--- config.mk ---
export PLATFORM = sky130hd
export DESIGN_NAME = bounded_integer_set_table_flat
export DESIGN_NICKNAME = d
export VERILOG_FILES = /design/src/rtl/bist_pkg.sv /design/src/rtl/bist_if.sv /design/src/rtl/bist_cell.sv /design/src/rtl/bounded_integer_set_table.sv /design/src/flat_wrapper.sv
export SDC_FILE = /design/constraint.sdc
export NUM_CORES = 2
export LEC_CHECK = 0
export BUFFER_PORTS_ARGS = -buffer_cell sky130_fd_sc_hd__buf_2
export CAP_MARGIN = 20
export CORE_MARGIN = 2
export CORE_UTILIZATION = 51
export DETAILED_ROUTE_END_ITERATION = 10
export PLACE_DENSITY = 0.75
export SLEW_MARGIN = 40
export SYNTH_ARGS = -nofsm -noshare
export SYNTH_HDL_FRONTEND = slang
export SYNTH_HIERARCHICAL = 1
export SYNTH_SLANG_ARGS = --single-unit
export TNS_END_PERCENT = 10
--- constraint.sdc ---
create_clock -name clock -period 7.6 [get_ports clock]
set_clock_uncertainty 0.1 [all_clocks]
set_input_delay 0.76 -clock clock [delete_from_list [all_inputs] [get_ports clock]]
set_output_delay 0.76 -clock clock [all_outputs]
set_load 0.02 [all_outputs]
--- src/rtl/bist_pkg.sv ---
// ----------------------------------------------------------------------------
// Set table package
// Shared widths, status codes and the word types that move between the
// controller and the row of storage cells.
// ----------------------------------------------------------------------------
package bist_pkg;

   // Width of the live count, of the capacity register and of table positions.
   localparam int COUNT_W = 5;
   localparam int VALUE_W = 32;
   localparam int STATUS_W = 3;

   // Capacity after reset.
   localparam logic [COUNT_W-1:0] CAP_RESET = 5'd16;

   // Operation codes.
   localparam logic FUNC_ADD    = 1'b0;
   localparam logic FUNC_REMOVE = 1'b1;

   // Result status codes.
   localparam logic [STATUS_W-1:0] ST_ADDED   = 3'd0;
   localparam logic [STATUS_W-1:0] ST_PRESENT = 3'd1;
   localparam logic [STATUS_W-1:0] ST_FULL    = 3'd2;
   localparam logic [STATUS_W-1:0] ST_REMOVED = 3'd3;
   localparam logic [STATUS_W-1:0] ST_MISSING = 3'd4;

   // Search word that walks down the row of cells, one cell per cycle.
   typedef struct packed {
      logic                      valid;
      logic signed [VALUE_W-1:0] key;
      logic                      found;
      logic [COUNT_W-1:0]        pos;
      logic signed [VALUE_W-1:0] last;
   } token_type;

   // Write broadcast from the controller to every cell.
   typedef struct packed {
      logic                      en;
      logic [COUNT_W-1:0]        pos;
      logic signed [VALUE_W-1:0] data;
   } write_type;

endpackage

--- src/rtl/bist_if.sv ---
// ----------------------------------------------------------------------------
// Set table channels
// Valid/ready channels for requests, responses and the capacity register.
// ----------------------------------------------------------------------------
interface bist_req_if;
   logic              valid;
   logic              ready;
   logic              func;
   logic signed [31:0] value;

   modport source (output valid, output func, output value, input ready);
   modport sink   (input valid, input func, input value, output ready);
endinterface

interface bist_rsp_if;
   logic       valid;
   logic       ready;
   logic [2:0] status;
   logic [4:0] member_count;

   modport source (output valid, output status, output member_count, input ready);
   modport sink   (input valid, input status, input member_count, output ready);
endinterface

interface bist_csr_if;
   logic       valid;
   logic       ready;
   logic [4:0] data;

   modport source (output valid, output data, input ready);
   modport sink   (input valid, input data, output ready);
endinterface

--- src/rtl/bist_cell.sv ---
// ----------------------------------------------------------------------------
// Set table cell
// Holds one table entry. Compares the passing search word against the entry,
// records a hit and the last live entry, and hands the word to the next cell.
// ----------------------------------------------------------------------------
module bist_cell #(
   parameter int IDX = 0
) (
   input  logic                        clock,
   input  logic                        reset,
   input  logic [bist_pkg::COUNT_W-1:0] count,
   input  bist_pkg::write_type         wr,
   input  bist_pkg::token_type         tok_in,
   output bist_pkg::token_type         tok_out
);
   import bist_pkg::*;

   logic signed [VALUE_W-1:0] entry_ff;
   token_type                 tok_ff;
   token_type                 tok_in_next;
   logic [31:0]               count_ext;
   logic                      live;
   logic                      is_last;
   logic                      wr_hit;

   assign count_ext = {{(32 - COUNT_W){1'b0}}, count};
   assign live      = 32'(IDX) < count_ext;
   assign is_last   = (32'(IDX) + 32'd1) == count_ext;
   assign wr_hit    = wr.en && ({{(32 - COUNT_W){1'b0}}, wr.pos} == 32'(IDX));

   // Update the search word with this cell's entry.
   always_comb begin
      tok_in_next = tok_in;
      if (!tok_in.found && live && entry_ff == tok_in.key) begin
         tok_in_next.found = 1'b1;
         tok_in_next.pos   = COUNT_W'(IDX);
      end
      if (is_last) begin
         tok_in_next.last = entry_ff;
      end
   end

   // Pass the word on; only the valid flag needs a reset.
   always_ff @(posedge clock) begin
      if (reset) begin
         tok_ff.valid <= 1'b0;
      end else begin
         tok_ff.valid <= tok_in.valid;
      end
      tok_ff.key   <= tok_in_next.key;
      tok_ff.found <= tok_in_next.found;
      tok_ff.pos   <= tok_in_next.pos;
      tok_ff.last  <= tok_in_next.last;
   end

   // Entry storage, written by the controller's broadcast.
   always_ff @(posedge clock) begin
      if (wr_hit) begin
         entry_ff <= wr.data;
      end
   end

   assign tok_out = tok_ff;

`ifndef SYNTHESIS
   a_tok_from_prev: assert property (@(posedge clock) disable iff (reset)
      tok_ff.valid |-> $past(tok_in.valid))
      else $error("cell word appeared without an input word");
   a_found_live: assert property (@(posedge clock) disable iff (reset)
      tok_ff.valid && tok_ff.found |-> tok_ff.pos < count)
      else $error("hit position is not a live entry");
   a_no_write_in_search: assert property (@(posedge clock) disable iff (reset)
      wr_hit |-> !tok_ff.valid && !tok_in.valid)
      else $error("entry written while a search passes");
`endif

endmodule

--- src/rtl/bounded_integer_set_table.sv ---
// ----------------------------------------------------------------------------
// Bounded integer set table
// Unordered set of signed 32-bit values held in a row of search cells.
// ----------------------------------------------------------------------------
// Use: each request word on req_chan carries func (0 add, 1 remove) and a
// value. Every request gives exactly one response word on rsp_chan with a
// status (0 added, 1 already present, 2 full, 3 removed, 4 not found) and the
// member count after the operation. csr_chan writes the capacity register; it
// is always ready. It must be written only while no request is in flight, but
// the block itself does not enforce this. A request walks the row of DEPTH
// cells, one cell per cycle, into the finished-search register; from there it
// writes or swaps an entry and loads the response register once that register
// is free. The block takes no new request until the last one has loaded its
// response. The response register sits apart from the request side:
// a new request is taken while a response still waits. If the receiver
// stalls, the finished search waits at the end of the row until the response
// register frees up. Reset empties the set (count zero), sets the capacity to
// 16 and drops any request in flight; entry contents are not cleared.
// ----------------------------------------------------------------------------
module bounded_integer_set_table #(
   parameter int DEPTH = 16
) (
   input  logic       clock,
   input  logic       reset,
   bist_req_if.sink   req_chan,
   bist_rsp_if.source rsp_chan,
   bist_csr_if.sink   csr_chan
);
   import bist_pkg::*;

   // Largest count the table can ever reach.
   localparam logic [COUNT_W-1:0] DEPTH_CAP =
      (DEPTH > 31) ? 5'd31 : COUNT_W'(DEPTH);

   token_type             tok [DEPTH+1];
   write_type             wr;
   token_type             fin_tok_ff;
   logic                  fin_valid_ff;
   logic                  busy_ff;
   logic                  func_ff;
   logic [COUNT_W-1:0]    count_ff;
   logic [COUNT_W-1:0]    count_in;
   logic [COUNT_W-1:0]    cap_ff;
   logic [COUNT_W-1:0]    limit;
   logic                  rsp_valid_ff;
   logic [STATUS_W-1:0]   rsp_status_ff;
   logic [STATUS_W-1:0]   status_in;
   logic [COUNT_W-1:0]    rsp_count_ff;
   logic                  accept;
   logic                  commit;

   assign accept          = req_chan.valid && req_chan.ready;
   assign req_chan.ready  = !busy_ff;
   assign csr_chan.ready  = 1'b1;
   assign commit          = fin_valid_ff && (!rsp_valid_ff || rsp_chan.ready);
   assign limit           = (cap_ff < DEPTH_CAP) ? cap_ff : DEPTH_CAP;

   // Search word entering the first cell.
   always_comb begin
      tok[0].valid = accept;
      tok[0].key   = req_chan.value;
      tok[0].found = 1'b0;
      tok[0].pos   = '0;
      tok[0].last  = '0;
   end

   // Row of cells.
   for (genvar i = 0; i < DEPTH; i++) begin : g_cell
      bist_cell #(.IDX(i)) u_cell (
         .clock   (clock),
         .reset   (reset),
         .count   (count_ff),
         .wr      (wr),
         .tok_in  (tok[i]),
         .tok_out (tok[i+1])
      );
   end

   // Decide the outcome of the finished search.
   always_comb begin
      wr.en     = 1'b0;
      wr.pos    = count_ff;
      wr.data   = fin_tok_ff.key;
      count_in  = count_ff;
      status_in = ST_MISSING;
      if (func_ff == FUNC_ADD) begin
         priority if (fin_tok_ff.found) begin
            status_in = ST_PRESENT;
         end else if (count_ff >= limit) begin
            status_in = ST_FULL;
         end else begin
            status_in = ST_ADDED;
            wr.en     = commit;
            count_in  = COUNT_W'(count_ff + 5'd1);
         end
      end else begin
         if (fin_tok_ff.found) begin
            status_in = ST_REMOVED;
            wr.en     = commit;
            wr.pos    = fin_tok_ff.pos;
            wr.data   = fin_tok_ff.last;
            count_in  = COUNT_W'(count_ff - 5'd1);
         end
      end
   end

   // Control: busy flag, finished word, count and capacity.
   always_ff @(posedge clock) begin
      if (reset) begin
         busy_ff      <= 1'b0;
         fin_valid_ff <= 1'b0;
         count_ff     <= '0;
         cap_ff       <= CAP_RESET;
      end else begin
         if (accept) begin
            busy_ff <= 1'b1;
         end else if (commit) begin
            busy_ff <= 1'b0;
         end
         if (tok[DEPTH].valid) begin
            fin_valid_ff <= 1'b1;
         end else if (commit) begin
            fin_valid_ff <= 1'b0;
         end
         if (commit) begin
            count_ff <= count_in;
         end
         if (csr_chan.valid && csr_chan.ready) begin
            cap_ff <= csr_chan.data;
         end
      end
   end

   // Payload registers.
   always_ff @(posedge clock) begin
      if (accept) begin
         func_ff <= req_chan.func;
      end
      if (tok[DEPTH].valid) begin
         fin_tok_ff <= tok[DEPTH];
      end
      if (commit) begin
         rsp_status_ff <= status_in;
         rsp_count_ff  <= count_in;
      end
   end

   // Response register.
   always_ff @(posedge clock) begin
      if (reset) begin
         rsp_valid_ff <= 1'b0;
      end else if (commit) begin
         rsp_valid_ff <= 1'b1;
      end else if (rsp_chan.ready) begin
         rsp_valid_ff <= 1'b0;
      end
   end

   assign rsp_chan.valid        = rsp_valid_ff;
   assign rsp_chan.status       = rsp_status_ff;
   assign rsp_chan.member_count = rsp_count_ff;

`ifndef SYNTHESIS
   a_fin_busy: assert property (@(posedge clock) disable iff (reset)
      fin_valid_ff |-> busy_ff)
      else $error("finished search without a request in flight");
   a_count_bound: assert property (@(posedge clock) disable iff (reset)
      count_ff <= DEPTH_CAP)
      else $error("count beyond table depth");
   a_stall_holds_count: assert property (@(posedge clock) disable iff (reset)
      rsp_valid_ff && !rsp_chan.ready |=> $stable(count_ff))
      else $error("count changed while the response stalled");
   a_accept_busy: assert property (@(posedge clock) disable iff (reset)
      accept |=> busy_ff && !req_chan.ready)
      else $error("request taken without marking busy");
`endif

endmodule

--- src/flat_wrapper.sv ---
// flat-port wrapper written by rule: the top's interface ports become plain ports
module bounded_integer_set_table_flat import bist_pkg::*;
#(
   parameter int DEPTH = 16
)
  (clock, reset, req_chan_valid, req_chan_func, req_chan_value, req_chan_ready, rsp_chan_valid, rsp_chan_status, rsp_chan_member_count, rsp_chan_ready, csr_chan_valid, csr_chan_data, csr_chan_ready);
  bist_req_if req_chan_i ();
  bist_rsp_if rsp_chan_i ();
  bist_csr_if csr_chan_i ();
  input  logic clock;
  input  logic reset;
  input wire logic [$bits(req_chan_i.valid)-1:0] req_chan_valid;
  input wire logic [$bits(req_chan_i.func)-1:0] req_chan_func;
  input wire logic [$bits(req_chan_i.value)-1:0] req_chan_value;
  output wire logic [$bits(req_chan_i.ready)-1:0] req_chan_ready;
  output wire logic [$bits(rsp_chan_i.valid)-1:0] rsp_chan_valid;
  output wire logic [$bits(rsp_chan_i.status)-1:0] rsp_chan_status;
  output wire logic [$bits(rsp_chan_i.member_count)-1:0] rsp_chan_member_count;
  input wire logic [$bits(rsp_chan_i.ready)-1:0] rsp_chan_ready;
  input wire logic [$bits(csr_chan_i.valid)-1:0] csr_chan_valid;
  input wire logic [$bits(csr_chan_i.data)-1:0] csr_chan_data;
  output wire logic [$bits(csr_chan_i.ready)-1:0] csr_chan_ready;
  assign req_chan_i.valid = req_chan_valid;
  assign req_chan_i.func = req_chan_func;
  assign req_chan_i.value = req_chan_value;
  assign req_chan_ready = req_chan_i.ready;
  assign rsp_chan_valid = rsp_chan_i.valid;
  assign rsp_chan_status = rsp_chan_i.status;
  assign rsp_chan_member_count = rsp_chan_i.member_count;
  assign rsp_chan_i.ready = rsp_chan_ready;
  assign csr_chan_i.valid = csr_chan_valid;
  assign csr_chan_i.data = csr_chan_data;
  assign csr_chan_ready = csr_chan_i.ready;
  bounded_integer_set_table #(.DEPTH(DEPTH)) u_core (.clock(clock), .reset(reset), .req_chan(req_chan_i), .rsp_chan(rsp_chan_i), .csr_chan(csr_chan_i));
endmodule
# Word level (Yosys, flattened, before mapping)
# Cells that the tools add are included.
[totals] register_bits=1740 input_bits=43 out_inout_bits=11 word_cells=281
[classes] addsub=2 order_cmp=18 n_eq_ne=47 mux=35 n_reduce_logical=71
[op_table] op="$eq A32 B32 Y1" n=16
[op_table] op="$mux W32" n=15
[op_table] op="$logic_and A1 B1 Y1" n=49
[op_table] op="$eq A4 B5 Y1 const A" n=8
[op_table] op="$eq A5 B4 Y1 const B" n=8
[op_table] op="$lt A4 B5 Y1 const A" n=8
[op_table] op="$mux W38" n=1
[op_table] op="$mux W37" n=1
[op_table] op="$mux W5" n=5
[op_table] op="$eq A3 B5 Y1 const A" n=4
[op_table] op="$eq A5 B3 Y1 const B" n=4
[op_table] op="$lt A3 B5 Y1 const A" n=4
[op_table] op="$logic_not A1 Y1" n=17
[op_table] op="$eq A2 B5 Y1 const A" n=2
[op_table] op="$eq A5 B2 Y1 const B" n=2
[op_table] op="$lt A1 B5 Y1 const A" n=2
[op_table] op="$lt A2 B5 Y1 const A" n=2
[op_table] op="$mux W3" n=3
[op_table] op="$mux W1" n=8
[op_table] op="$mux W6" n=1
[op_table] op="$reduce_bool A2 Y1" n=3
[op_table] op="$add A5 B1 Y5 const B" n=1
[op_table] op="$eq A1 B5 Y1 const A" n=1
[op_table] op="$eq A5 B1 Y1 const B" n=1
[op_table] op="7 further kinds" n=7

# Longest topological paths before layout
[logic_depth] depth_word=7 mapped_depth=9

# Hierarchy
# The synthesis kept the hierarchy.
[modules_own_cells] module="bounded_integer_set_table" n_inst=1 cells_each=311 area_per_inst_um2=3777.4 seq_area_each_um2=2632.5
[modules_own_cells] module="bist_cell at u_core.g_cell[9].u_cell" n_inst=1 cells_each=202 area_per_inst_um2=3319.4 seq_area_each_um2=2382.3
[modules_own_cells] module="bist_cell at u_core.g_cell[2].u_cell" n_inst=1 cells_each=204 area_per_inst_um2=3301.9 seq_area_each_um2=2382.3
[modules_own_cells] module="bist_cell at u_core.g_cell[10].u_cell" n_inst=1 cells_each=199 area_per_inst_um2=3280.6 seq_area_each_um2=2382.3
[modules_own_cells] module="bist_cell at u_core.g_cell[5].u_cell" n_inst=1 cells_each=198 area_per_inst_um2=3278.1 seq_area_each_um2=2382.3
[modules_own_cells] module="bist_cell at u_core.g_cell[0].u_cell" n_inst=1 cells_each=198 area_per_inst_um2=3275.6 seq_area_each_um2=2382.3
[modules_own_cells] module="bist_cell at u_core.g_cell[11].u_cell" n_inst=1 cells_each=200 area_per_inst_um2=3256.9 seq_area_each_um2=2382.3
[modules_own_cells] module="bist_cell at u_core.g_cell[8].u_cell" n_inst=1 cells_each=198 area_per_inst_um2=3256.9 seq_area_each_um2=2382.3
[modules_own_cells] module="bist_cell at u_core.g_cell[4].u_cell" n_inst=1 cells_each=197 area_per_inst_um2=3253.1 seq_area_each_um2=2382.3
[modules_own_cells] module="bist_cell at u_core.g_cell[12].u_cell" n_inst=1 cells_each=198 area_per_inst_um2=3250.6 seq_area_each_um2=2382.3
[modules_own_cells] module="bist_cell at u_core.g_cell[7].u_cell" n_inst=1 cells_each=196 area_per_inst_um2=3250.6 seq_area_each_um2=2382.3
[modules_own_cells] module="bist_cell at u_core.g_cell[6].u_cell" n_inst=1 cells_each=196 area_per_inst_um2=3241.9 seq_area_each_um2=2382.3
[modules_own_cells] module="bist_cell at u_core.g_cell[15].u_cell" n_inst=1 cells_each=197 area_per_inst_um2=3240.6 seq_area_each_um2=2382.3
[modules_own_cells] module="bist_cell at u_core.g_cell[1].u_cell" n_inst=1 cells_each=196 area_per_inst_um2=3240.6 seq_area_each_um2=2382.3
[modules_own_cells] module="3 more rows"

# Worst setup path after synthesis
# Ideal clock, no wire load.
[synth_path] kind="register to register" start="register u_core.count_ff[0]" end="register u_core.g_cell[1].u_cell.entry_ff[0] (enable)" setup_ns=0.468 arrival_ns=5.921 required_time_ns=7.032 path_slack_ns=1.110 path_stages_with_launch=9 n_path_buf=0 synth_period_minus_slack_ns=6.490 path_cell_list="dfxtp_1 inv_1 ha_1 nand2b_4 a2111oi_4 o21ai_4 a21oi_1 or4b_2 nor3b_1"
[synth_rtl] item="from (decl)" line_no="bounded_integer_set_table.sv:41" rtl="logic [COUNT_W-1:0] count_ff;"
[synth_rtl] item="from (signal assigned)" line_no="bounded_integer_set_table.sv:126" rtl="count_ff <= count_in;"
[synth_rtl] item="to (signal assigned)" line_no="bist_cell.sv:59" rtl="entry_ff <= wr.data;"
[synth_rtl] item="to (decl)" line_no="bist_cell.sv:18" rtl="logic signed [VALUE_W-1:0] entry_ff;"

==> parameters.txt <==
Parameter                              Value

Die
  Area enclosed by the die boundary    112300 um^2
  Die W    335.1 um
  Number of I/O pins    54
  Starting utilization of the core area    51.35%
  Core ar.    108900 um^2
  Row count    121
  Vert. Die Dim    335.1 um

Critical path
  Worst-path fanout max    32
  End of the worst register-to-register path    u_core/g_cell[1].u_cell/entry_ff[5]$_DFFE_PP_
  Reg2Reg Launch Point    u_core/count_ff[0]$_SDFFE_PP0P_
  Arrival @ worst endpoint    4.87 ns
  Critical Path Source Type    flip-flop
  Data required time at the worst endpoint    7.90 ns
  R2r worst-path depth    9
  Reg-to-reg setup timing slack    3.03 ns
  CP Class    reg -> reg
  Critical path endpoint category    flip-flop

Min path
  Hold/Removal Path Class    in -> reg
  Worst Hold Launch    req_chan_value[22]
  Endpoint with the worst hold slack    u_core/g_cell[0].u_cell/tok_out[60]$_DFF_P_
  Number of cells on the worst hold path    1

Finish
  Area used by multi-input combinational logic    14910 um^2
  Final design area excluding fillers    63580 um^2
  Storage cell area    40760 um^2
  Layout cell share with drive strength beyond 1    23.91%
  Syn-to-layout area delta    13.75%
  Total of fill cells in the finished design    8019
  Number of nets in the final layout    3779

CTS
  Clock transition time at the flip-flop clock pins of the worst setup and hold paths    0.07 ns
  Clock buffer count from CTS    160
  Root Buffer Master    sky130_fd_sc_hd__clkbuf_16
  Clock insertion delay at the later pin of the skew report    0.76 ns
  Clock tree sinks    1740
  Deepest level of the CTS H-tree    4
  Longest Clk Path Bufs    3
  TritonCTS clock tree    done

Synthesis
  Ranking of synthesized cells by area    sky130_fd_sc_hd__dfxtp_1, sky130_fd_sc_hd__edfxtp_1, sky130_fd_sc_hd__mux2_2
  Number of instances in the synthesized netlist    3479
  Post-synth ARST share    0%
  Synthesized area per cell    16.07 um^2
  Sequential-to-total area share from yosys stat    72.90%
  Synthesized area    55900 um^2
  Proportion of netlist area held by the largest area contributor    41.15%
  Leading register cell type out of synthesis    sky130_fd_sc_hd__dfxtp_1
  Library cell with the largest summed area after synthesis    sky130_fd_sc_hd__dfxtp_1
  Count of different cell masters after synthesis    78
  Number of enable-type register cells in the synthesized netlist    591
  Yosys warning count    6
  #FFs+latches synth    1740

Route
  First DRT Iteration DRCs    2689
  Length of the first detailed-routing pass in iterations    5
  WL per Instance    25.92 um
  Total wire length after detailed routing    137000 um
  Detailed-route via count    28430
  Remaining DRCs    0
  Via-per-instance ratio    5.378
  Detailed route wirelength on metal2    68600 um
  Routed length on met3    8769 um
  Detailed-route wire length on metal 1    54740 um
  Uppermost layer routed    met4
  Count of nets left with antenna violations after detail routing    0

STA
  Worst slew margin relative to its limit    39.38%
  Setup repair after global routing missed its margin    no
  Fin crit share    60.15%
  Post-layout min period    4.571 ns
  Final-report hold violation count    0
  Total count of max-transition violations in the final report    0
  Upper clock frequency limit    218.8 MHz
  Actual transition at the worst max-transition pin    0.9060 ns
  TNS Setup    0 ns
  Final setup vio count    0

GRT
  Initial antenna violation count    6
  Overflow after GRT    0
  Global-route wire length before repair    194800 um
  Number of global-route vias before repair    29180
  Pin count of the biggest net entering global routing    44
  Overall Global Routing Usage    24.28%

Placement
  Placed inst area    58250 um^2
  Detailed placement HPWL    93760 um
  Count of buffers inserted at the top-level ports    52
  Last weighted congestion value of the routability-driven placer    0.8644

Run status
  Outcome    completed

Power
  Areal power density over the cells    290.4 nW/um^2
  Maximum ir drop on the vdd rail    0.2301 mV
  Leakage power total    23.70 nW

Run
  Max capacitance violation total    0
==> per-layer routing <==
layer,up-vias,global-route usage (%)
li1,12930,-
met1,14260,30.57
met2,992,41.95
met3,246,4.014
met4,0,9.369
met5,-,0
==> what timing repair did <==
action	in CTS	in global routing
endpoints found under the hold margin	4	0
hold buffers	4	0
buffers inserted	0	0
gates resized for setup	0	0
==> Yosys cell counts (all sizes together), types with 22 or more instances <==
library cell / instances
dfxtp: 1149
edfxtp: 591
xnor2: 101
nor4: 113
buf: 52
xor2: 402
nand2: 126
o31a: 39
a31o: 43
nor3: 23
inv: 32
mux2: 514
nor2b: 37
nand4: 48
nor2: 22
nand3: 22
==> report_power, final <==
| part | switching [mW] | internal, mW | leakage, nW | total, mW |
|---|---|---|---|---|
| Combinational | 0.224 | 0.201 | 6.09 | 0.425 |
| Sequential | 0.214 | 9.90 | 15.0 | 10.1 |
| Clock | 3.40 | 4.52 | 2.60 | 7.92 |
| Total | 3.84 | 14.6 | 23.7 | 18.5 |
==> placed cells by master, fill, tap and decap left out, types with 7 or more instances in the layout <==
cell and n:
sky130_fd_sc_hd__clkbuf_8 23, sky130_fd_sc_hd__and3_1 15, sky130_fd_sc_hd__o31a_1 39, sky130_fd_sc_hd__dfxtp_1 1143
sky130_fd_sc_hd__a21oi_1 8, sky130_fd_sc_hd__nand2_1 113, sky130_fd_sc_hd__inv_6 9, sky130_fd_sc_hd__clkinv_2 29
sky130_fd_sc_hd__ha_1 7, sky130_fd_sc_hd__a31oi_1 11, sky130_fd_sc_hd__bufinv_16 7, sky130_fd_sc_hd__nor3_1 18
sky130_fd_sc_hd__clkbuf_16 167, sky130_fd_sc_hd__mux2_1 81, sky130_fd_sc_hd__buf_4 56, sky130_fd_sc_hd__xor2_1 400
sky130_fd_sc_hd__mux2_2 426, sky130_fd_sc_hd__nor2_1 21, sky130_fd_sc_hd__nand2_2 10, sky130_fd_sc_hd__nor4_2 19
sky130_fd_sc_hd__nor2b_1 33, sky130_fd_sc_hd__nor4_1 85, sky130_fd_sc_hd__clkinv_1 12, sky130_fd_sc_hd__clkbuf_1 41
sky130_fd_sc_hd__and4_1 16, sky130_fd_sc_hd__nor4_4 9, sky130_fd_sc_hd__a31o_2 31, sky130_fd_sc_hd__mux2_4 7
sky130_fd_sc_hd__edfxtp_1 591, sky130_fd_sc_hd__nor3b_2 9, sky130_fd_sc_hd__buf_2 52, sky130_fd_sc_hd__xnor2_1 98
sky130_fd_sc_hd__conb_1 40, sky130_fd_sc_hd__inv_1 32, sky130_fd_sc_hd__nand3_1 22, sky130_fd_sc_hd__a31o_1 12
sky130_fd_sc_hd__nand4_1 46
==> flip-flops by register name (all words and copies together) (netlist names) <==
name,cells
u_core/busy_ff,1
u_core/cap_ff,5
u_core/count_ff,5
u_core/fin_tok_ff,70
u_core/fin_valid_ff,1
u_core/func_ff,1
u_core/g_cell.u_cell/entry_ff,512
u_core/g_cell.u_cell/tok_out,1136
u_core/rsp_chan.member_count,5
u_core/rsp_chan.status,3
u_core/rsp_chan.valid,1
==> worst max-delay path, stage by stage (launching register included) <==
cell	delay, ns
sky130_fd_sc_hd__dfxtp_2	0.83
sky130_fd_sc_hd__inv_1	0.25
sky130_fd_sc_hd__ha_1	0.35
sky130_fd_sc_hd__nand2b_4	0.15
sky130_fd_sc_hd__a2111oi_4	0.51
sky130_fd_sc_hd__o21ai_4	0.18
sky130_fd_sc_hd__a21oi_4	0.51
sky130_fd_sc_hd__or4b_2	0.67
sky130_fd_sc_hd__nor3b_2	0.20
sky130_fd_sc_hd__buf_4	0.43
==> per-stage QoR <==
step	utilization, %	instances	hold slack [ns]	setup WS [ns]	total power [mW]
floorplan	-	3517	0.2308	1.110	10.46
global placement	53.44	4976	0.2528	2.993	10.72
global route	58.40	5283	0.02218	2.809	18.95
finish	58.41	5286	0.03375	3.029	18.46
CTS	58.39	5283	0.0008154	2.795	18.53
detailed placement	53.51	4977	0.2530	2.823	10.73
==> how the worst max path moves through the flow <==
stage / slack [ns] / cells past startpoint / endpoint / startpoint
floorplan: 1.11 / 8 / u_core/g_cell[1].u_cell/entry_ff[0]$_DFFE_PP_ / u_core/count_ff[0]$_SDFFE_PP0P_
global placement: 2.99 / 9 / u_core/g_cell[1].u_cell/entry_ff[2]$_DFFE_PP_ / u_core/count_ff[0]$_SDFFE_PP0P_
detailed placement: 2.82 / 9 / u_core/g_cell[1].u_cell/entry_ff[25]$_DFFE_PP_ / u_core/count_ff[0]$_SDFFE_PP0P_
CTS: 2.80 / 9 / u_core/g_cell[1].u_cell/entry_ff[31]$_DFFE_PP_ / u_core/count_ff[0]$_SDFFE_PP0P_
global route: 2.81 / 9 / u_core/g_cell[1].u_cell/entry_ff[8]$_DFFE_PP_ / u_core/count_ff[0]$_SDFFE_PP0P_
finish: 3.03 / 9 / u_core/g_cell[1].u_cell/entry_ff[5]$_DFFE_PP_ / u_core/count_ff[0]$_SDFFE_PP0P_
==> area by class of cell <==
class,instances,area share (%)
clock inverter,71,0.9879
tap,1414,2.783
antenna,3,0.01181
multi-input combinational,1682,23.44
timing repair buffer,113,1.165
sequential,1740,64.11
clock buffer,231,7.313
inverter,32,0.1889
==> cells by family after synthesis <==
logic type	count (synthesis)	synth area share, %
AOI/OAI and AO/OA	138	2.118
xor gates and xnor gates	503	7.949
adders and majority gates	7	0.1567
buffers and inverters	95	0.9446
DFF	1740	72.90
muxes	520	10.51
other	2	0.01344
and+or+nand+nor	474	5.408
Power figures use the tool's default switching activity.
